<file path="config.mk">
export PLATFORM = sky130hd
export DESIGN_NAME = voxel_ray_traversal
export DESIGN_NICKNAME = d
export VERILOG_FILES = /design/src/sv/vrt_pkg.sv /design/src/sv/voxel_ray_traversal.sv
export SDC_FILE = /design/constraint.sdc
export NUM_CORES = 2
export LEC_CHECK = 0
export BUFFER_PORTS_ARGS = -buffer_cell sky130_fd_sc_hd__clkbuf_2
export CORE_MARGIN = 3
export CORE_UTILIZATION = 50
export DETAILED_ROUTE_END_ITERATION = 16
export GPL_TIMING_DRIVEN = 1
export PLACE_DENSITY = 0.67
export SKIP_CTS_REPAIR_TIMING = 1
export SLEW_MARGIN = 20
export SYNTH_ARGS = -nofsm -noshare
export SYNTH_HDL_FRONTEND = slang
export SYNTH_SLANG_ARGS = --single-unit
</file>
<file path="constraint.sdc">
create_clock -name clk_i -period 17.29 [get_ports clk_i]
set_input_delay 0.8645 -clock clk_i [delete_from_list [all_inputs] [get_ports clk_i]]
set_output_delay 0.8645 -clock clk_i [all_outputs]
set_load 0.005 [all_outputs]
</file>
<file path="src/sv/vrt_pkg.sv">
// Package for the voxel ray traversal block: FSM state, status codes, face
// codes and the saturated distance value. No dependencies.
`default_nettype none
package vrt_pkg;

  typedef enum logic [2:0] {
    ST_IDLE,
    ST_SQUARE,
    ST_AXIS,
    ST_DIV,
    ST_SQRT,
    ST_MUL,
    ST_STEP,
    ST_EMIT
  } vrt_state_e;

  typedef enum logic [1:0] {
    STAT_PROBE = 2'd0,
    STAT_HIT   = 2'd1,
    STAT_MISS  = 2'd2
  } vrt_status_e;

  localparam logic [2:0] FACE_EAST   = 3'd0;
  localparam logic [2:0] FACE_WEST   = 3'd1;
  localparam logic [2:0] FACE_TOP    = 3'd2;
  localparam logic [2:0] FACE_BOTTOM = 3'd3;
  localparam logic [2:0] FACE_NORTH  = 3'd4;
  localparam logic [2:0] FACE_SOUTH  = 3'd5;

  localparam logic [31:0] DIST_SAT = 32'hFFFF_FFFF;

endpackage
`default_nettype wire

</file>
<file path="src/sv/voxel_ray_traversal.sv">
// Top level of the voxel ray traversal (3D DDA) block.
// Depends on vrt_pkg.
//
//  channel | direction | handshake              | word
//  --------+-----------+------------------------+--------------------------------
//  in      | into      | in_valid_i / in_stall_o  | func, origin, dir, max_dist, opaque
//  out     | out of    | out_valid_o / out_stall_i| status, voxel, facing, distance
//
// A start word is accepted, its three direction components are squared, and each
// axis then either saturates its span for a zero component or runs a divide, a
// square root and a multiply on the bit-serial units shared by the three axes;
// then comes a step and the load of the output register.
// An answer word is decided, stepped unless it ends in a hit or a miss, and loaded into the output register.
// Reset clears the FSM, the ray state and the output valid.
// A finished result waits in the output register while out_stall_i is high;
// a new word is accepted meanwhile, and its result waits for the slot.
`default_nettype none
module voxel_ray_traversal
  import vrt_pkg::*;
#(
  parameter int FRAC_BITS = 16,
  parameter int CELL_BITS = 16
) (
  input  wire logic               clk_i,
  input  wire logic               rst_ni,
  input  wire logic               in_valid_i,
  output logic                    in_stall_o,
  input  wire logic               func_i,
  input  wire logic signed [31:0] origin_x_i,
  input  wire logic signed [31:0] origin_y_i,
  input  wire logic signed [31:0] origin_z_i,
  input  wire logic signed [15:0] dir_x_i,
  input  wire logic signed [15:0] dir_y_i,
  input  wire logic signed [15:0] dir_z_i,
  input  wire logic        [31:0] max_dist_i,
  input  wire logic               voxel_opaque_i,
  output logic                    out_valid_o,
  input  wire logic               out_stall_i,
  output logic             [1:0]  status_o,
  output logic signed      [15:0] voxel_x_o,
  output logic signed      [15:0] voxel_y_o,
  output logic signed      [15:0] voxel_z_o,
  output logic             [2:0]  facing_o,
  output logic             [31:0] distance_o
);

  // dividend is sum << 2F; quotient register at least 65 bits for the
  // saturation test against 2^64
  localparam int DW = 34 + 2 * FRAC_BITS;
  localparam int QW = (DW > 64) ? DW : 65;
  localparam int CW = $clog2(DW + 1);
  localparam int MW = FRAC_BITS + 33;

  vrt_state_e state_q, state_d;

  logic accept, load_out;

  // ray state
  logic                  active_q;
  logic [CELL_BITS-1:0]  cell_q [3];
  logic [31:0]           nb_q   [3];
  logic [31:0]           span_q [3];
  logic [2:0]            neg_q;
  logic [31:0]           trav_q;
  logic [31:0]           limit_q;
  logic [2:0]            face_q;
  vrt_status_e           stat_q;

  // start word operands
  logic signed [15:0]    dir_q  [3];
  logic [FRAC_BITS-1:0]  frac_q [3];
  logic [33:0]           sum_q;
  logic [1:0]            ax_q;
  logic [CW-1:0]         cnt_q;

  // serial divider
  logic [30:0]           d2_q;
  logic [DW-1:0]         dvd_q;
  logic [31:0]           rem_q;
  logic [QW-1:0]         quot_q;
  // serial square root
  logic [63:0]           sq_q;
  logic [33:0]           srem_q;
  logic [31:0]           root_q;
  // shift-add multiplier
  logic [FRAC_BITS:0]    fm_q;
  logic [MW-1:0]         acc_q;

  assign accept = in_valid_i && !in_stall_o;

  // ---------------- next state ----------------
  always_comb begin
    state_d = state_q;
    unique case (state_q)
      ST_IDLE: begin
        if (accept) begin
          if (!func_i) begin
            state_d = ST_SQUARE;
          end else if (!active_q || voxel_opaque_i || (trav_q > limit_q)) begin
            state_d = ST_EMIT;
          end else begin
            state_d = ST_STEP;
          end
        end
      end
      ST_SQUARE: if (ax_q == 2'd2) state_d = ST_AXIS;
      ST_AXIS: begin
        if (dir_q[ax_q] != '0) state_d = ST_DIV;
        else if (ax_q == 2'd2) state_d = ST_STEP;
      end
      ST_DIV:  if (cnt_q == CW'(DW - 1)) state_d = ST_SQRT;
      ST_SQRT: if (cnt_q == CW'(31)) state_d = ST_MUL;
      ST_MUL: begin
        if (cnt_q == CW'(FRAC_BITS + 1)) state_d = (ax_q == 2'd2) ? ST_STEP : ST_AXIS;
      end
      ST_STEP: state_d = ST_EMIT;
      ST_EMIT: if (load_out) state_d = ST_IDLE;
      default: state_d = ST_IDLE;
    endcase
  end

  // ---------------- control outputs ----------------
  always_comb begin
    in_stall_o = 1'b1;
    load_out   = 1'b0;
    unique case (state_q)
      ST_IDLE: in_stall_o = 1'b0;
      ST_EMIT: load_out = !out_valid_o || !out_stall_i;
      default: begin
        in_stall_o = 1'b1;
        load_out   = 1'b0;
      end
    endcase
  end

  // ---------------- datapath helpers ----------------
  logic signed [31:0] sq_prod;
  assign sq_prod = dir_q[ax_q] * dir_q[ax_q];

  logic [32:0] div_r2;
  logic        div_ge;
  assign div_r2 = {rem_q, dvd_q[DW-1]};
  assign div_ge = div_r2 >= {2'b00, d2_q};

  logic [33:0] s_r2, s_trial;
  logic        s_ge;
  assign s_r2    = {srem_q[31:0], sq_q[63:62]};
  assign s_trial = {root_q, 2'b01};
  assign s_ge    = s_r2 >= s_trial;

  // root including the bit decided in the last iteration
  logic [31:0] span_new;
  assign span_new = (|quot_q[QW-1:64]) ? DIST_SAT : {root_q[30:0], s_ge};

  logic [MW-1:0] acc_next;
  assign acc_next = {acc_q[MW-2:0], 1'b0} + (fm_q[FRAC_BITS] ? MW'(span_q[ax_q]) : '0);

  logic [32:0] nb_prod;
  logic [31:0] nb_first;
  assign nb_prod  = acc_q[FRAC_BITS +: 33];
  assign nb_first = nb_prod[32] ? DIST_SAT : nb_prod[31:0];

  // axis choice: z wins ties, y beats x only when strictly smaller
  logic [1:0]  sel;
  logic [32:0] nb_add;
  always_comb begin
    if (nb_q[2] <= nb_q[0] && nb_q[2] <= nb_q[1]) sel = 2'd2;
    else if (nb_q[1] < nb_q[0])                   sel = 2'd1;
    else                                          sel = 2'd0;
    nb_add = {1'b0, nb_q[sel]} + {1'b0, span_q[sel]};
  end

  // per-axis start values from the input word
  logic [31:0] orig_in [3];
  logic [15:0] dir_in  [3];
  assign orig_in[0] = origin_x_i;
  assign orig_in[1] = origin_y_i;
  assign orig_in[2] = origin_z_i;
  assign dir_in[0]  = dir_x_i;
  assign dir_in[1]  = dir_y_i;
  assign dir_in[2]  = dir_z_i;

  logic [FRAC_BITS:0] f_init;
  always_comb begin
    if (dir_q[ax_q][15]) f_init = {1'b0, frac_q[ax_q]};
    else                 f_init = (FRAC_BITS+1)'(1 << FRAC_BITS) - {1'b0, frac_q[ax_q]};
  end

  // ---------------- registers ----------------
  always_ff @(posedge clk_i or negedge rst_ni) begin
    if (!rst_ni) begin
      state_q  <= ST_IDLE;
      active_q <= 1'b0;
      for (int a = 0; a < 3; a++) begin
        cell_q[a] <= '0;
        nb_q[a]   <= '0;
        span_q[a] <= '0;
      end
      neg_q   <= '0;
      trav_q  <= '0;
      limit_q <= '0;
      face_q  <= FACE_EAST;
      stat_q  <= STAT_PROBE;
      ax_q    <= '0;
      cnt_q   <= '0;
    end else begin
      state_q <= state_d;
      unique case (state_q)
        ST_IDLE: begin
          if (accept) begin
            if (!func_i) begin
              for (int a = 0; a < 3; a++) begin
                cell_q[a] <= CELL_BITS'($signed(orig_in[a]) >>> FRAC_BITS);
                neg_q[a]  <= dir_in[a][15];
              end
              limit_q  <= max_dist_i;
              trav_q   <= '0;
              active_q <= 1'b1;
              stat_q   <= STAT_PROBE;
              ax_q     <= '0;
            end else if (!active_q) begin
              stat_q <= STAT_MISS;
            end else if (voxel_opaque_i) begin
              active_q <= 1'b0;
              stat_q   <= STAT_HIT;
            end else if (trav_q > limit_q) begin
              active_q <= 1'b0;
              stat_q   <= STAT_MISS;
            end else begin
              stat_q <= STAT_PROBE;
            end
          end
        end
        ST_SQUARE: ax_q <= (ax_q == 2'd2) ? 2'd0 : ax_q + 2'd1;
        ST_AXIS: begin
          cnt_q <= '0;
          if (dir_q[ax_q] == '0) begin
            span_q[ax_q] <= DIST_SAT;
            nb_q[ax_q]   <= DIST_SAT;
            ax_q         <= ax_q + 2'd1;
          end
        end
        ST_DIV:  cnt_q <= (cnt_q == CW'(DW - 1)) ? '0 : cnt_q + CW'(1);
        ST_SQRT: begin
          cnt_q <= (cnt_q == CW'(31)) ? '0 : cnt_q + CW'(1);
          if (cnt_q == CW'(31)) span_q[ax_q] <= span_new;
        end
        ST_MUL: begin
          cnt_q <= cnt_q + CW'(1);
          if (cnt_q == CW'(FRAC_BITS + 1)) begin
            nb_q[ax_q] <= nb_first;
            ax_q       <= ax_q + 2'd1;
          end
        end
        ST_STEP: begin
          if (neg_q[sel]) begin
            cell_q[sel] <= cell_q[sel] - CELL_BITS'(1);
            face_q      <= {sel, 1'b0};
          end else begin
            cell_q[sel] <= cell_q[sel] + CELL_BITS'(1);
            face_q      <= {sel, 1'b1};
          end
          trav_q    <= nb_q[sel];
          nb_q[sel] <= nb_add[32] ? DIST_SAT : nb_add[31:0];
        end
        default: ;
      endcase
    end
  end

  // operand and serial-unit registers, no reset needed
  always_ff @(posedge clk_i) begin
    unique case (state_q)
      ST_IDLE: begin
        if (accept && !func_i) begin
          for (int a = 0; a < 3; a++) begin
            dir_q[a]  <= dir_in[a];
            frac_q[a] <= orig_in[a][FRAC_BITS-1:0];
          end
          sum_q <= '0;
        end
      end
      ST_SQUARE: sum_q <= sum_q + 34'(sq_prod[30:0]);
      ST_AXIS: begin
        d2_q   <= sq_prod[30:0];
        dvd_q  <= DW'({sum_q, {(2 * FRAC_BITS){1'b0}}});
        rem_q  <= '0;
        quot_q <= '0;
      end
      ST_DIV: begin
        dvd_q  <= {dvd_q[DW-2:0], 1'b0};
        rem_q  <= div_ge ? 32'(div_r2 - {2'b00, d2_q}) : div_r2[31:0];
        quot_q <= {quot_q[QW-2:0], div_ge};
        if (cnt_q == CW'(DW - 1)) begin
          sq_q   <= {quot_q[62:0], div_ge};
          srem_q <= '0;
          root_q <= '0;
        end
      end
      ST_SQRT: begin
        sq_q   <= {sq_q[61:0], 2'b00};
        srem_q <= s_ge ? s_r2 - s_trial : s_r2;
        root_q <= {root_q[30:0], s_ge};
        fm_q   <= f_init;
        acc_q  <= '0;
      end
      ST_MUL: begin
        if (cnt_q != CW'(FRAC_BITS + 1)) begin
          acc_q <= acc_next;
          fm_q  <= {fm_q[FRAC_BITS-1:0], 1'b0};
        end
      end
      default: ;
    endcase
  end

  // ---------------- output register ----------------
  logic [31:0] cell_ext [3];
  always_comb begin
    for (int a = 0; a < 3; a++) begin
      cell_ext[a] = 32'($signed(cell_q[a]));
    end
  end

  always_ff @(posedge clk_i or negedge rst_ni) begin
    if (!rst_ni) begin
      out_valid_o <= 1'b0;
    end else if (load_out) begin
      out_valid_o <= 1'b1;
    end else if (!out_stall_i) begin
      out_valid_o <= 1'b0;
    end
  end

  always_ff @(posedge clk_i) begin
    if (load_out) begin
      status_o   <= stat_q;
      voxel_x_o  <= cell_ext[0][15:0];
      voxel_y_o  <= cell_ext[1][15:0];
      voxel_z_o  <= cell_ext[2][15:0];
      facing_o   <= face_q;
      distance_o <= trav_q;
    end
  end

endmodule
`default_nettype wire

</file>
### After elaboration in Yosys (flattened, before gate mapping)

Memory sizes are Yosys's and may differ from the RTL's.
Cells that the tools add are included.

| storage, ports and cells | value |
|---|---|
| register bits after elaboration | 834 |
| memory bits (writable) | 96 |
| input bits | 182 |
| output and inout port bits | 87 |
| logic and storage cells | 222 |
| memories kept | 2 |

Memory list:

| memory | words | width | rd ports | clocked after memory_dff | write ports | RTL line | text |
|---|---|---|---|---|---|---|---|
| dir_q | 3 | 16 | 1 | 0 | 3 | voxel_ray_traversal.sv:70 | `logic signed [15:0] dir_q [3];` |
| frac_q | 3 | 16 | 1 | 0 | 3 | voxel_ray_traversal.sv:71 | `logic [FRAC_BITS-1:0] frac_q [3];` |

| cells by class | value |
|---|---|
| add/subtract/negate cells | 10 |
| multipliers | 1 |
| order comparisons | 11 |
| equality and inequality tests | 24 |
| multiplexer cells | 99 |
| bitwise logic cells | 5 |
| reductions and logical operators | 35 |

Operators by type and width:

| operator | count |
|---|---|
| $mux W32 | 18 |
| $mux W96 | 4 |
| $bwmux W96 | 3 |
| $pmux W96 S3 | 1 |
| $pmux W66 S2 | 2 |
| $pmux W32 S2 | 4 |
| $bmux W32 S2 | 3 |
| $or A96 B96 Y96 | 2 |
| $pmux W96 S2 | 1 |
| $mux W48 | 3 |
| $demux W32 S2 | 2 |
| $pmux W64 S2 | 1 |
| $pmux W49 S2 | 1 |
| $bwmux W48 | 2 |
| $pmux W48 S2 | 1 |
| $pmux W34 S2 | 1 |
| $le A32 B32 Y1 | 2 |
| $mux W64 | 1 |
| $add A49 B32 Y49 | 1 |
| $mux W49 | 1 |
| $mux W16 | 3 |
| $add A34 B31 Y34 | 1 |
| $ge A34 B34 Y1 | 1 |
| $mux W17 | 2 |
| other kinds (53) | 124 |

### Longest topological paths before layout

| logic depth | value |
|---|---|
| depth after elaboration | 11 |
| mapped depth | 43 |
| mapped depth without buffers | 40 |

### Worst setup path after synthesis

Ideal clock, no wire load.

| timing path | value |
|---|---|
| kind | flip-flop to flip-flop |
| from | register state_q[2] |
| to | register root_q[0], enable pin |
| setup time | 0.792 ns |
| arrival | 10.318 ns |
| required time | 16.498 ns |
| setup slack | 6.180 ns |
| stages on the path, launching flop included | 7 |
| buffers on the path | 3 |
| clock period less this slack | 11.110 ns |
| cell sequence | dfrtp_1 > clkbuf_1 > clkbuf_1 > nor2_1 > nand2_1 > clkbuf_1 > o21ai_0 |

| on the way | value |
|---|---|
| word-level cells in the longest chain between the ends | 3 |
| elaborated cells between the ends (all ways) | 5 |
| classes of those cells | 3 x eq/ne; 2 x reduce/logical |

RTL lines:

| what | RTL line | text |
|---|---|---|
| start, declared | voxel_ray_traversal.sv:54 | `vrt_state_e state_q, state_d;` |
| start signal, assigned | voxel_ray_traversal.sv:207 | `state_q <= state_d;` |
| $eq A3 B2 Y1 or $eq A3 B3 Y1 (tied branches) | voxel_ray_traversal.sv:273 | `unique case (state_q)` |
| $ne A2 B2 Y1 (no source line) or $reduce_bool A2 Y1 (tied branches) | n/a |  |
| $reduce_and A2 Y1 (no source line) (*) | n/a |  |
| end signal, assigned | voxel_ray_traversal.sv:303 | `root_q <= {root_q[30:0], s_ge};` |
| end, declared | voxel_ray_traversal.sv:84 | `logic [31:0] root_q;` |

Mark *: on every way between the ends. The rest lies on a longest branch, timed or not.
A chain may end at the register's enable or synchronous reset.

### Worst setup path in the final report

| timing path | value |
|---|---|
| from | register ax_q[1] |
| to | register sum_q[33], data pin |

| on the way | value |
|---|---|
| word-level cells in the longest chain between the ends | 4 |

RTL lines:

| what | RTL line | text |
|---|---|---|
| start, declared | voxel_ray_traversal.sv:73 | `logic [1:0] ax_q;` |
| start signal, assigned | voxel_ray_traversal.sv:234 | `ST_SQUARE: ax_q <= (ax_q == 2'd2) ? 2'd0 : ax_q + 2'd1;` |
| start signal, assigned | voxel_ray_traversal.sv:240 | `ax_q <= ax_q + 2'd1;` |
| start signal, assigned | voxel_ray_traversal.sv:252 | `ax_q <= ax_q + 2'd1;` |
| $mem_v2 Z3 W16 | n/a |  |
| $mul A16 B16 Y31 | voxel_ray_traversal.sv:138 | `assign sq_prod = dir_q[ax_q] * dir_q[ax_q];` |
| named net sq_prod[23] | voxel_ray_traversal.sv:137 | `logic signed [31:0] sq_prod;` |
| $add A34 B31 Y34 | voxel_ray_traversal.sv:283 | `ST_SQUARE: sum_q <= sum_q + 34'(sq_prod[30:0]);` |
| $pmux W34 S2 | voxel_ray_traversal.sv:273 |  |
| end signal, assigned | voxel_ray_traversal.sv:283 |  |
| end, declared | voxel_ray_traversal.sv:72 | `logic [33:0] sum_q;` |

The timed path passes the listed nets, and every way through them passes these cells.

==> flow_metrics.tcl <==
set metrics [dict create \
    cp-startpoint "ax_q[1]" \
    grt_pass1_wl_microns 260000 \
    layout-drive-gt1-share_pct 10.3 \
    leakagePower_nw 28.6 \
    num_vias 45009 \
    max_freq_ghz 0.0974 \
    cts_buffer_depth 3 \
    die_h_microns 348 \
    synth_top_family_by_area "compound AO/OA/AOI/OAI gates" \
    rr_endpoint "sum_q[33]" \
    ys_seq_area_share_pct 43.3 \
    ir_drop_mv 0.268 \
    nets 6781 \
    numCtsBuffers 101 \
    intPower_mw 5.85 \
    synth_area_leaders "edfxtp_1, dfrtp_1, ha_1" \
    ios 269 \
    ys_ff_latch 897 \
    drtAntennaViolNets 0 \
    p_clk_share_pct 24.1 \
    dp.cells 7398 \
    clock_sinks 897 \
    drcViolationCount 0 \
    synth_nets 6611 \
    tightest_slew_ps 1170 \
    min_path_type "in -> async" \
    crit_end "sum_q[33]" \
    slew_headroom_pct 21.8 \
    synthAdderAreaFrac_pct 16.0 \
    ys_types 84 \
    routed_via_density 5.93 \
    final_cells 7594 \
    ys_warn_count 0 \
    final_hold_viol_count 0 \
    dpl-instance-area_sq_um 61400 \
    switching_share_pct 38.8 \
    synthFlopType "edfxtp_1" \
    synth_compound_area_share_pct 16.0 \
    p_sw_mw 3.71 \
    synth_largest_area_cell "edfxtp_1" \
    overflow 0 \
    p_per_area_nw_per_um2 147 \
    first_global_vias 43781 \
    reg2regPathDepth 30 \
    start_kind "flip-flop" \
    drv_cap 0 \
    utilization_pct 56.5 \
    dpl_worst_slack_ps 7060 \
    fin_crit_sh_pct 59.4 \
    criticalPathCategory "reg -> reg" \
    crit_path_end_kind "flip-flop" \
    std_cell_rows 124 \
    rrSetupSlack_ps 7020 \
    core_sq_um 115000 \
    grt_util_all_layers_pct 27.4 \
    p_total_mw 9.57 \
    die_area_sq_um 121000 \
    post-dp-hpwl_microns 120000 \
    finalSetupViolations 0 \
    die_w_microns 348 \
    cts_tree "built" \
    whs_ps 50.6 \
    tns_ps 0 \
    worstPathRequired_ps 17710 \
    muxShareOfSynthArea_pct 3.43 \
    worstReg2RegStart "ax_q[1]" \
    drt_wl_total_microns 168000 \
    initial_core_util_pct 50.8 \
    clock_latency_ps 710 \
    stdcell_area_sq_um 65000 \
    fin_skew_ps 50.2 \
    wl_per_cell_microns 22.1 \
    io_buffer_count 268 \
    synth-simple-area-share_pct 12.7 \
    synth_edf_count 571 \
    cpMaxStageDelayCell "dfrtp_4" \
    cp_max_fo 52 \
    cp_slowest_stage_delay_ps 770 \
    clock-root-buffer "clkbuf_16" \
    syn2layout_area_growth_pct 11.2 \
    first_iter_violations 4220 \
    maxSlewViolCount 0 \
    worstPathArrival_ps 10690 \
    min_period_ps 10270 \
    p_comb_share_pct 49.6 \
    rsz0062_at_grt "no" \
    gp_congestion 0.934 \
    seq_power_share_pct 26.3 \
    synth_xor_area_share_pct 3.24 \
    grt_max_degree 142 \
    path_clk_slew_ps 60 \
    syn_avg_cell_area_sq_um 10.0 \
    h-tree-depth 3 \
    cp_common_cell "fa_1" \
    netlist_area_sq_um 58400 \
    timing.final.ws_setup_ps 7020 \
    antenna_found_initial 4 \
    syn_inst 5821 \
    status "complete, no violations" \
    synth.top_cell.area_share_pct 29.3 \
    dr.pass1.iters 6 \
    synthArstFlopShare_pct 36.3 \
]
==> worst max-delay path: cells and delay by family (launching register included) <==
kind                       cells  cell delay [ps]
AOI/OAI and AO/OA              9             2860
buffers and inverters          3             1140
DFF                            1              770
xor gates and xnor gates       2              310
and+or+nand+nor                8             1230
adders and majority gates      8             3680
==> Yosys cell counts (all sizes together), types with 16 or more instances <==
cell type and count:
o21bai 24, nand2b 29, o32a 99, o21a 64, edfxtp 571, o211ai 17
inv 543, a31oi 30, a21oi 340, a22o 64, a21o 115, a22oi 18
nor3 47, nand3 85, o221a 36, xor2 87, o221ai 16, buf 51
mux2i 160, o21ai 379, nand2 635, nand4 47, clkbuf 219, and3 110
a211oi 35, xnor2 129, o31ai 16, ha 377, a21boi 25, nor2 571
dfrtp 326, mux2 36, and2 19, nor2b 64, fa 231
==> sequential cells by signal, indices dropped and copies added, names as in the netlist, 7 cells and up <==
signal and flops:
cell_ext 48, limit_q 32, trav_q 32, root_q 32, d2_q 30, nb_q 96
fm_q 17, srem_q 32, cnt_q 7, sq_q 64, quot_q 66, acc_q 49
voxel_z_o 16, voxel_y_o 16, dir_q 48, rem_q 32, dvd_q 34, voxel_x_o 16
span_q 96, frac_q 48, distance_o 32, sum_q 34
==> cell families (layout without fill, tap and decap cells) <==
logic type,after synthesis,count (layout)
AND/OR/NAND/NOR,1685,1685
AO/OA/AOI/OAI,1401,1401
flip-flops,897,897
buffers and inverters,818,1075
adder cells (fa/ha/maj),608,608
XOR/XNOR,216,216
multiplexers,196,196
other,0,4
==> power by group through the flow <==
stage	sequential [mW]	clock [mW]	combinational [mW]
after floorplan	2.52	0	3.68
after detailed placement	2.55	0	4.70
final	2.51	2.31	4.75
after CTS	2.51	2.34	4.74
after global routing	2.52	2.42	5.32
after global placement	2.55	0	4.60
==> worst min-delay path by stage <==
| stage | endpoint | depth (start not counted) | slack, ps | startpoint |
|---|---|---|---|---|
| 2_1_floorplan | facing_o[0] | 0 | 420 | face_q[0] |
| 3_3_place_gp | voxel_z_o[0] | 0 | 430 | cell_ext[0] |
| 3_5_place_dp | voxel_z_o[0] | 0 | 430 | cell_ext[0] |
| 4_1_cts | frac_q[1][8] | 1 | 300 | origin_y_i[8] |
| 5_1_grt | limit_q[9] | 1 | 60 | rst_ni |
| 6_report | limit_q[9] | 1 | 50 | rst_ni |
==> metal layers <==
metal	global-route usage [%]	part of all wire (%)	vias up	wire [microns]
met4	6.81	2.3	4	3890
met3	5.55	8.3	233	13800
met1	40.0	45	22170	75600
met5	0	0.016	-	27
met2	42.1	44	1670	74300
li1	-	-	20932	-
==> layout by cell type (no fill, tap or decap), types with 27 or more instances in the layout <==
cell type / n
fa_1: 231
and3_1: 110
a21oi_1: 337
nor2_1: 563
edfxtp_1: 571
a31oi_1: 30
xor2_1: 87
mux2i_1: 160
nor2b_1: 60
a22o_1: 64
o221a_2: 36
clkbuf_16: 105
o21a_1: 64
clkinv_1: 27
buf_4: 64
inv_1: 541
nand3_1: 84
dfrtp_1: 323
xnor2_1: 129
a21o_1: 115
nor3_1: 43
ha_1: 377
clkbuf_2: 267
o21ai_0: 363
nand2b_1: 28
a211oi_1: 34
nand4_1: 47
o32a_1: 99
nand2_1: 629
mux2_2: 36
==> layout make-up <==
| cell class | count | area, sq um |
|---|---|---|
| clock buffers | 120 | 2690 |
| fillers | 10083 | 50100 |
| diodes | 4 | 10.0 |
| repair buffers | 337 | 1940 |
| clock inverters | 70 | 853 |
| multi-input cells | 4106 | 30200 |
| flip-flops and latches | 897 | 25300 |
| well taps | 1512 | 1890 |
| inverters | 548 | 2060 |
(Power assumes the default switching activity.)
